### config.mk
export PLATFORM = sky130hd
export DESIGN_NAME = lpfr_ctrl
export DESIGN_NICKNAME = d
export VERILOG_FILES = /design/src/hdl/lpfr_pkg.sv /design/src/hdl/lpfr_ctrl.sv
export SDC_FILE = /design/constraint.sdc
export NUM_CORES = 1
export LEC_CHECK = 0
export BUFFER_PORTS_ARGS = -buffer_cell sky130_fd_sc_hd__buf_2
export CAP_MARGIN = 20
export CORE_UTILIZATION = 51
export DETAILED_ROUTE_END_ITERATION = 10
export GPL_TIMING_DRIVEN = 0
export PLACE_DENSITY = 0.86
export SLEW_MARGIN = 40
export SYNTH_ARGS = -nofsm -noshare
export SYNTH_HDL_FRONTEND = slang
export SYNTH_SLANG_ARGS = --single-unit
### constraint.sdc
create_clock -name clock -period 1.8 [get_ports clock]
set_input_delay 0.18 -clock clock [delete_from_list [all_inputs] [get_ports clock]]
set_output_delay 0.18 -clock clock [all_outputs]
set_load 0.05 [all_outputs]
### src/hdl/lpfr_pkg.sv
// Package for the LRU page frame replacer: sizes, codes and controller/datapath structs.
package lpfr_pkg;

   localparam int NUM_FRAMES  = 64;
   localparam int STAMP_WIDTH = 32;
   localparam int IDX_W       = (NUM_FRAMES > 1) ? $clog2(NUM_FRAMES) : 1;
   localparam int CNT_W       = IDX_W + 1;

   localparam int PID_W       = 8;
   localparam int ADDR_W      = 32;
   localparam int SHIFT_W     = 5;
   localparam int STATUS_W    = 2;
   localparam int FRAME_W     = 6;

   localparam logic [SHIFT_W-1:0] PAGE_SHIFT_RESET = SHIFT_W'(12);

   typedef enum logic {
      OP_ACCESS  = 1'b0,
      OP_RELEASE = 1'b1
   } opcode_type;

   typedef enum logic [STATUS_W-1:0] {
      ST_HIT      = 2'd0,
      ST_MISS     = 2'd1,
      ST_RELEASED = 2'd2,
      ST_ERROR    = 2'd3
   } status_type;

   typedef struct packed {
      logic [PID_W-1:0]       owner;
      logic [ADDR_W-1:0]      page;
      logic [STAMP_WIDTH-1:0] stamp;
   } entry_type;

   // Commands from the controller to the datapath.
   typedef struct packed {
      logic             load;
      logic             rd_en;
      logic [IDX_W-1:0] rd_idx;
      logic             cmp_en;
      logic [IDX_W-1:0] cmp_idx;
      logic             cmp_first;
      logic             commit;
      logic             rsp_load;
   } cmd_type;

   // Status from the datapath to the controller.
   typedef struct packed {
      logic pid_zero;
      logic is_release;
   } sts_type;

endpackage

### src/hdl/lpfr_ctrl.sv
// Controller state machine of the LRU page frame replacer: sequences decode, scan and commit.
module lpfr_ctrl import lpfr_pkg::*; (
   input  logic    clock,
   input  logic    reset,
   input  logic    req_valid,
   output logic    req_ready,
   output logic    rsp_valid,
   input  logic    rsp_ready,
   input  sts_type sts,
   output cmd_type cmd
);

   typedef enum logic [2:0] {
      S_IDLE,
      S_DECODE,
      S_SCAN,
      S_COMMIT,
      S_DONE
   } state_type;

   state_type        state_ff, state_in;
   logic [CNT_W-1:0] cnt_ff, cnt_in;
   logic             cmp_en_ff, cmp_en_in;
   logic [IDX_W-1:0] cmp_idx_ff, cmp_idx_in;
   logic             rsp_valid_ff, rsp_valid_in;
   logic             slot_free;
   logic             rd_en;

   assign slot_free = !rsp_valid_ff || rsp_ready;
   assign rd_en     = (state_ff == S_SCAN) && (cnt_ff < CNT_W'(NUM_FRAMES));
   assign req_ready = (state_ff == S_IDLE);
   assign rsp_valid = rsp_valid_ff;

   always_comb begin
      state_in     = state_ff;
      cnt_in       = cnt_ff;
      cmp_en_in    = rd_en;
      cmp_idx_in   = cnt_ff[IDX_W-1:0];
      rsp_valid_in = rsp_valid_ff && !rsp_ready;

      cmd           = '0;
      cmd.load      = req_valid && req_ready;
      cmd.rd_en     = rd_en;
      cmd.rd_idx    = cnt_ff[IDX_W-1:0];
      cmd.cmp_en    = cmp_en_ff;
      cmd.cmp_idx   = cmp_idx_ff;
      cmd.cmp_first = (cmp_idx_ff == '0);

      case (state_ff)
         S_IDLE: begin
            if (req_valid) begin
               state_in = S_DECODE;
            end
         end
         S_DECODE: begin
            cnt_in = '0;
            if (sts.pid_zero) begin
               state_in = S_DONE;
            end else begin
               state_in = S_SCAN;
            end
         end
         S_SCAN: begin
            // The last compare lands in the cycle after the last read is issued.
            if (cnt_ff == CNT_W'(NUM_FRAMES)) begin
               state_in = sts.is_release ? S_DONE : S_COMMIT;
            end else begin
               cnt_in = cnt_ff + CNT_W'(1);
            end
         end
         S_COMMIT: begin
            cmd.commit = 1'b1;
            state_in   = S_DONE;
         end
         S_DONE: begin
            if (slot_free) begin
               cmd.rsp_load = 1'b1;
               rsp_valid_in = 1'b1;
               state_in     = S_IDLE;
            end
         end
         default: begin
            state_in = S_IDLE;
         end
      endcase
   end

   always_ff @(posedge clock) begin
      if (reset) begin
         state_ff     <= S_IDLE;
         cnt_ff       <= '0;
         cmp_en_ff    <= 1'b0;
         cmp_idx_ff   <= '0;
         rsp_valid_ff <= 1'b0;
      end else begin
         state_ff     <= state_in;
         cnt_ff       <= cnt_in;
         cmp_en_ff    <= cmp_en_in;
         cmp_idx_ff   <= cmp_idx_in;
         rsp_valid_ff <= rsp_valid_in;
      end
   end

endmodule

After elaboration in Yosys (flattened, before gate mapping) --
Cells that the tools add are included.
Word-level totals: bits in registers 18, bits of input ports 6, output and inout bits 20, logic and storage cells 40
Cells by class: add/subtract/negate cells 1, order comparisons 1, eq/ne operators 9, muxes and demuxes 13, reduce and logical (&&, ||, !) cells 11
Operators with widths (number):
- $mux W3 | 5
- $pmux W3 S5 | 1
- $pmux W7 S2 | 1
- $add A7 B1 Y7 const B | 1
- $eq A7 B7 Y1 const B | 1
- $lt A7 B7 Y1 const B | 1
- $mux W7 | 1
- $eq A3 B2 Y1 const B | 2
- $logic_not A6 Y1 | 1
- $ne A2 B2 Y1 const B | 3
- $mux W1 | 5
- $eq A3 B1 Y1 const B | 1
- $eq A3 B3 Y1 const B | 1
- $logic_and A1 B1 Y1 | 3
- $logic_not A3 Y1 | 1
- $reduce_and A3 Y1 | 1
- $logic_not A1 Y1 | 2
- $ne A2 B1 Y1 const B | 1
- $reduce_and A2 Y1 | 1
- $reduce_bool A2 Y1 | 1
- $logic_or A1 B1 Y1 | 1

Logic depth before layout (Yosys ltp) --
Gate-level depths: netlist of the first run.
word-level depth 4, gate-level depth with buffers 6, gate-level depth less buffers 6

Worst setup path before layout of the first run --
No wires, ideal clock.
path kind reg-to-output, start register state_ff[2], end output cmd[17] in the netlist's numbering, arrival 2.283 ns, setup slack -0.663 ns, cell stages (with the launch flop) 5, path through dfxtp_1 -> buf_4 -> clkbuf_1 -> nor3_1 -> and2_1
RTL lines:
- from (decl) | RTL line lpfr_ctrl.sv:21 | state_type state_ff, state_in;
- from (signal assigned) | RTL line lpfr_ctrl.sv:96 | state_ff <= state_in;
- to (decl) | RTL line lpfr_ctrl.sv:10 | output cmd_type cmd

Worst setup path in the final report of the first run --
start register state_ff[0], end output cmd[16] in the netlist's numbering
On the way: longest elaborated chain between the ends 2
Ends and longest elaborated chain:
- $eq A3 B2 Y1 | RTL line lpfr_ctrl.sv:30 | assign rd_en = (state_ff == S_SCAN) && (cnt_ff < CNT_W'(NUM_FRAMES));
- $logic_and A1 B1 Y1 | RTL line lpfr_ctrl.sv:30
No other way between the ends.

==> reports/metrics.cfg, run 1 <==
[clock_tree]
cts_hold_buf=0
post_cts_buffers=0
cts_inserted_buffers=3
cts_root_buf=clkbuf_4
clk_latency_ns=0.30
clockBufferDepth=2
clkTransAtPathRegs_ns=0.11
htreeDepth=1
cts_tree=done
clock-sinks=18

[setup_path]
reg2reg_from=cnt_ff[0]
rr_worst_depth=6
crit_fanout=11
worstPathRequired_ns=1.62
arrival_ns=1.52
worst-r2r-setup-slack_ns=0.14
start_kind=flop
path_cells=nand2b_4, or2_1, nor2_1, buf_4, buf_4
rr_endpoint=cnt_ff[2]
cp_slowest_stage_delay_ns=0.41
cp-end-kind=output port
setup.worst_path.class=reg -> out
cpMaxStageDelayCell=dfxtp_2
cp_common_cell=buf_4

[detailed_routing]
antenna_left=0
viasPerCell=5.41
drc=0
wl_per_cell_um=12.4
dr.pass1.iters=4
drt_iter0_markers=22
finalWirelength_um=2080
vias=904

[timing]
setup_tns_ns=0
slew_viol_final=0
period_share=0.945
slew_headroom=0.649
period_minus_slack_ns=1.70
rsz0062_at_grt=no
fin_skew_ns=0.00897
worst_slew_pin_slew_ns=0.526
hold_viol_final=0
max_freq_mhz=588
setup_violations=0

[floorplanning]
io_pins=26
core_area_sq_mm=0.00178
die_w_um=46.2
rows=15
floorplan.die_area_sq_mm=0.00213
die_h_um=46.2
initial_core_util=0.559

[global_routing]
antenna_found_initial=0
grt_max_degree=12
grt.overflow.total=0
gr-usage-all-layers=0.221
grt_pass1_vias=817
grt_pass1_wl_um=3380

[synth]
synth_nets=122
synthFlopType=dfxtp_1
postSynthAreaPerCell_sq_um=8.74
synthArstFlopShare=0
syn_inst=114
synth-edff-count=0
syn_area_sq_um=996
yosys_warnings=0
ys_ff_latch=18
synth-seq-area-share=0.362
ys_types=40

[power_and_ir_drop]
ir_drop_mv=0.426
power_leakage_nw=0.552
p_per_area_mw_per_mm2=656

[finish]
diodes=0
nets=151
final_cell_area_sq_mm=0.00122
syn_to_final_growth_pct=22.7
drive_gt1_frac=0.380

[min_path]
hold_path.class=in -> reg
min-delay-start=sts[0]
min_to=state_ff[2]
min_delay_path_depth=3

[run]
drv_cap=0

[place]
placed_area_sq_mm=0.00117
dp.final_hpwl_um=1580
place_congestion=0.832
portBuffers=25

[run_status]
outcome=complete, no violations

[layout by cell type (no fill, tap or decap), types with 2 or more instances in the layout]
cell,count
nor3_4,2
buf_4,11
a21oi_1,3
or4_1,3
a31oi_1,3
clkbuf_4,3
buf_6,2
nor2_1,12
ha_1,2
nand2b_1,2
inv_1,6
nor3_1,6
nand3_1,3
buf_2,23
o21ai_0,3
and2_1,2
dfxtp_1,15
dfxtp_2,3
nand4_1,2
nand2_1,5
nor2b_1,6
[power breakdown]
part | internal [mW] | switching, mW
registers | 0.405 | 0.0108
logic | 0.0481 | 0.0883
clock network | 0.123 | 0.126
[layout make-up]
type | count | area [sq um]
buffer | 13 | 98.8
multi-input combinational | 76 | 539
timing repair buffer | 25 | 130
sequential | 18 | 364
tap | 25 | 31.3
clock buffer | 4 | 36.3
inverter | 6 | 22.5
fill | 156 | 561
[flip-flops by register name, summed over array words and instances (netlist names)]
signal      cells
rsp_valid       1
state_ff        3
cnt_ff          7
cmp_idx_ff      6
cmp_en_ff       1
[Yosys cell counts, drive strengths merged, types with 2 or more instances]
cell type	number	share of area
a21oi	4	0.031
a31oi	3	0.019
and2	2	0.013
buf	11	0.090
clkbuf	3	0.011
dfxtp	18	0.36
ha	2	0.025
inv	6	0.023
nand2	5	0.019
nand2b	3	0.021
nand3	3	0.015
nand4	2	0.013
nor2	13	0.065
nor2b	6	0.038
nor3	8	0.040
o21ai	3	0.015
or4	3	0.023
[metrics by stage]
| step | hold WS [ns] | utilization | instances | setup WS, ns | power [mW] |
|---|---|---|---|---|---|
| after floorplan | 0.353 | - | 114 | 0.0191 | 0.529 |
| after CTS | 0.183 | 0.680 | 167 | 0.0259 | 0.801 |
| after detailed placement | 0.503 | 0.659 | 164 | 0.0905 | 0.558 |
| after global placement | 0.489 | 0.659 | 164 | 0.0950 | 0.556 |
| final | 0.187 | 0.686 | 167 | 0.0984 | 0.802 |
| after global routing | 0.201 | 0.686 | 167 | 0.0110 | 0.833 |
[critical path: cells and delay by family (launching register included)]
| kind | cells | cell delay [ns] |
|---|---|---|
| buffers and inverters | 2 | 0.28 |
| DFF | 1 | 0.41 |
| and+or+nand+nor | 3 | 0.53 |
[worst max-delay path by stage]
stage | cells past startpoint | end | startpoint | slack (ns)
global route | 5 | cmd[0] | state_ff[1] | 0.01
finish | 5 | cmd[16] | state_ff[0] | 0.1
global placement | 6 | cmd[16] | state_ff[0] | 0.09
detailed placement | 6 | cnt_ff[2] | cnt_ff[0] | 0.09
CTS | 3 | cmd[2] | cmp_idx_ff[3] | 0.03
floorplan | 4 | cmd[17] | state_ff[2] | 0.02
[cells by family (layout without fill, tap and decap cells)]
kind of cell	count (synthesis)	in the layout	share of synthesized area
compound gates	21	21	0.170
xor+xnor	1	1	0.00880
fa+ha+maj	2	2	0.0251
buf+inv	20	48	0.124
flops	18	18	0.362
simple gates	52	52	0.310
[timing repair]
action,CTS,global route
pin swaps,0,0
gates resized for setup,3,5
setup endpoints to repair,2,3
[per-layer routing]
| layer | up-vias | track usage | part of all wire |
|---|---|---|---|
| met4 | 0 | 0.0824 | 0.012 |
| met5 | - | 0 | 0 |
| met1 | 415 | 0.266 | 0.42 |
| li1 | 449 | - | - |
| met3 | 2 | 0.0353 | 0.050 |
| met2 | 38 | 0.392 | 0.52 |
Note: power is estimated with default switching activity, not from simulation.
==> inputs of run 2 (changes only) <==
==> constraint.sdc (replaced) <==
create_clock -name clock -period 1.6 [get_ports clock]
set_input_delay 0.16 -clock clock [delete_from_list [all_inputs] [get_ports clock]]
set_output_delay 0.16 -clock clock [all_outputs]
set_load 0.05 [all_outputs]
==> run 2 against run 1 <==
  * The flow now finishes with violations (negative setup slack)
  * Combinational power is 51% higher
  * Core utilization is 9.1 points higher
  * Sequential share of layout area is 2.7 points lower
  * Cell count is 5.4% higher
  * Total power is 19% higher
  * Global-route usage is 2.5 points higher
  * Wire length is 21% higher
  * Critical endpoint is now cmd[2]
  * Largest cell class unchanged
  * Largest power group unchanged
==> reports/metrics.cfg, run 2 (synthesis gave the netlist of run 1 again) <==
[finish]
layout_commonest_cell=buf_2
diodes=0  ; unchanged
register_area_sq_um=375  ; +3.1%
syn_to_final_growth_pct=38.9
largest_reg_flops=7  ; unchanged
multi_input_area_sq_um=568  ; +5.3%
max_flop_register=cnt_ff
drive_gt1_frac=0.503  ; +0.123
top_regs=cnt_ff: 7 flops, cmp_idx_ff: 6 flops, state_ff: 3 flops
layout_common_cells=buf_2 (21), buf_4 (16), nor2_1 (10), dfxtp_1 (10)
nFillCells=128  ; -18%
nets=160  ; +6.0%
finalNonFillerCells=176  ; +5.4%

[power_and_ir_drop]
power_leakage_nw=0.620  ; +12%
netSwitchingFraction=0.289  ; +0.00804
p_int_uw=681  ; +18%
p_seq_frac=0.482  ; -0.037
p_per_area_mw_per_mm2=691  ; +5.4%
power.switching_uw=276  ; +23%
finalPower_uw=957  ; +19%
p_clk_frac=0.303  ; -0.008
pwr-share-comb=0.215  ; +0.045
ir_drop_mv=0.440  ; +3.3%

[detailed_routing]
dr.pass1.iters=4  ; unchanged
vias=968  ; +7.1%
drc=0  ; unchanged
finalWirelength_um=2510  ; +21%
drt_iter0_markers=20  ; -9.1%
wl_per_cell_um=14.3  ; +14%
antenna_left=0  ; unchanged
viasPerCell=5.50  ; +1.6%

[setup_path]
crit_fanout=2  ; -9
cp-end-kind=output port
start_kind=flop
setup.worst_path.start=cmp_idx_ff[5]
arrival_ns=1.48  ; -0.04 ns
setup.worst_path.class=reg -> out
worstPathRequired_ns=1.44  ; -0.18 ns
reg2reg_from=cnt_ff[0]

[timing]
rsz0062_at_grt=yes
hold_viol_final=0  ; unchanged
max_freq_mhz=608
period_share=1.03
slew_viol_final=0  ; unchanged
worst_slack_ns=-0.0450  ; -0.143 ns
fin_skew_ns=0.00441  ; -0.00456 ns
setup_violations=1  ; +1
period_minus_slack_ns=1.64
worst_slew_pin_slew_ns=0.551  ; +0.0254 ns
slew_headroom=0.633  ; -0.0169

[floorplanning]
rows=15  ; unchanged
core_area_sq_mm=0.00178  ; unchanged
die_w_um=46.2  ; unchanged
initial_core_util=0.559  ; unchanged
die_h_um=46.2  ; unchanged
floorplan.die_area_sq_mm=0.00213  ; unchanged
io_pins=26  ; unchanged

[run_status]
violations=negative setup slack
outcome=finished with violations

[min_path]
min-delay-start=reset
hold_path.class=in -> reg

[clock_tree]
cts_inserted_buffers=3  ; unchanged
clkTransAtPathRegs_ns=0.10  ; about the same
cts_tree=done
cts_hold_buf=0  ; unchanged
clockBufferDepth=2  ; unchanged
htreeDepth=1  ; unchanged
clk_latency_ns=0.31  ; about the same
cts_root_buf=clkbuf_4
clock-sinks=18  ; unchanged

[place]
place_congestion=0.831  ; about the same
place_ws_ns=-0.105  ; -0.196 ns
place_inst=164  ; unchanged
portBuffers=25  ; unchanged
dp.final_hpwl_um=1610  ; +1.6%

[global_routing]
use_met3=0.0471  ; +0.0118
grt_pass1_vias=882  ; +8.0%
antenna_found_initial=0  ; unchanged
use_met2=0.420  ; +0.0282
grt_max_degree=11  ; -1
grt_util_met1=0.284  ; +0.0185
grt_pass1_wl_um=3680  ; +8.8%
grt_most_used_layer=met2
gr-usage-all-layers=0.246  ; +0.0249
grt.overflow.total=0  ; unchanged

[run]
drv_cap=0  ; unchanged

[run 2: final timing paths]
check / end / slack, ns / cells past startpoint
hold reg to reg: cmp_idx_ff[5] / 0.54 / 1
hold / removal: cmp_idx_ff[2] / 0.16 / 3
setup / recovery: cmd[2] / -0.04 / 3
setup reg to reg: cnt_ff[2] / 0.03 / 6
[run 2: power by group through the flow]
stage / Clock (mW) / Combinational, mW / Sequential, mW
2_1_floorplan: 0 / 0.122 / 0.476
3_3_place_gp: 0 / 0.157 / 0.471
3_5_place_dp: 0 / 0.159 / 0.472
4_1_cts: 0.294 / 0.182 / 0.461
5_1_grt: 0.302 / 0.217 / 0.462
6_report: 0.290 / 0.206 / 0.461
[run 2: critical path, cell delays in order (launching register included)]
cell,delay [ns]
dfxtp_2,0.33
or4_4,0.53
nor3_4,0.14
buf_6,0.18
[run 2: layer usage]
metal  up-vias  share of wire
li1        471              -
met3         5          0.037
met1       465           0.42
met4         0          0.014
met5         -              0
met2        27           0.52
[run 2: what timing repair did]
action,4_1_cts,5_1_grt
resized for setup,16,12
endpoints found under the setup margin,8,11
setup buffers,4,5
pin swaps,2,2
[run 2: through the flow]
step / setup TNS, ns / cell area [sq um] / utilization / hold slack (ns)
final: -0.0450 / 1380 / 0.776 / 0.160
after global routing: -0.141 / 1380 / 0.776 / 0.180
after CTS: -0.0334 / 1310 / 0.734 / 0.140
after detailed placement: -0.273 / 1190 / 0.667 / 0.471
after global placement: -0.185 / 1190 / 0.667 / 0.467
after floorplan: -0.00480 / 1030 / - / 0.333
[run 2: area by class of cell]
cell class,count,share of cell area
Tap cell,25,0.0226
Inverter,6,0.0163
Buffer,13,0.0814
Multi-Input combinational cell,76,0.410
Clock buffer,4,0.0262
Sequential cell,18,0.271
Timing Repair Buffer,34,0.172
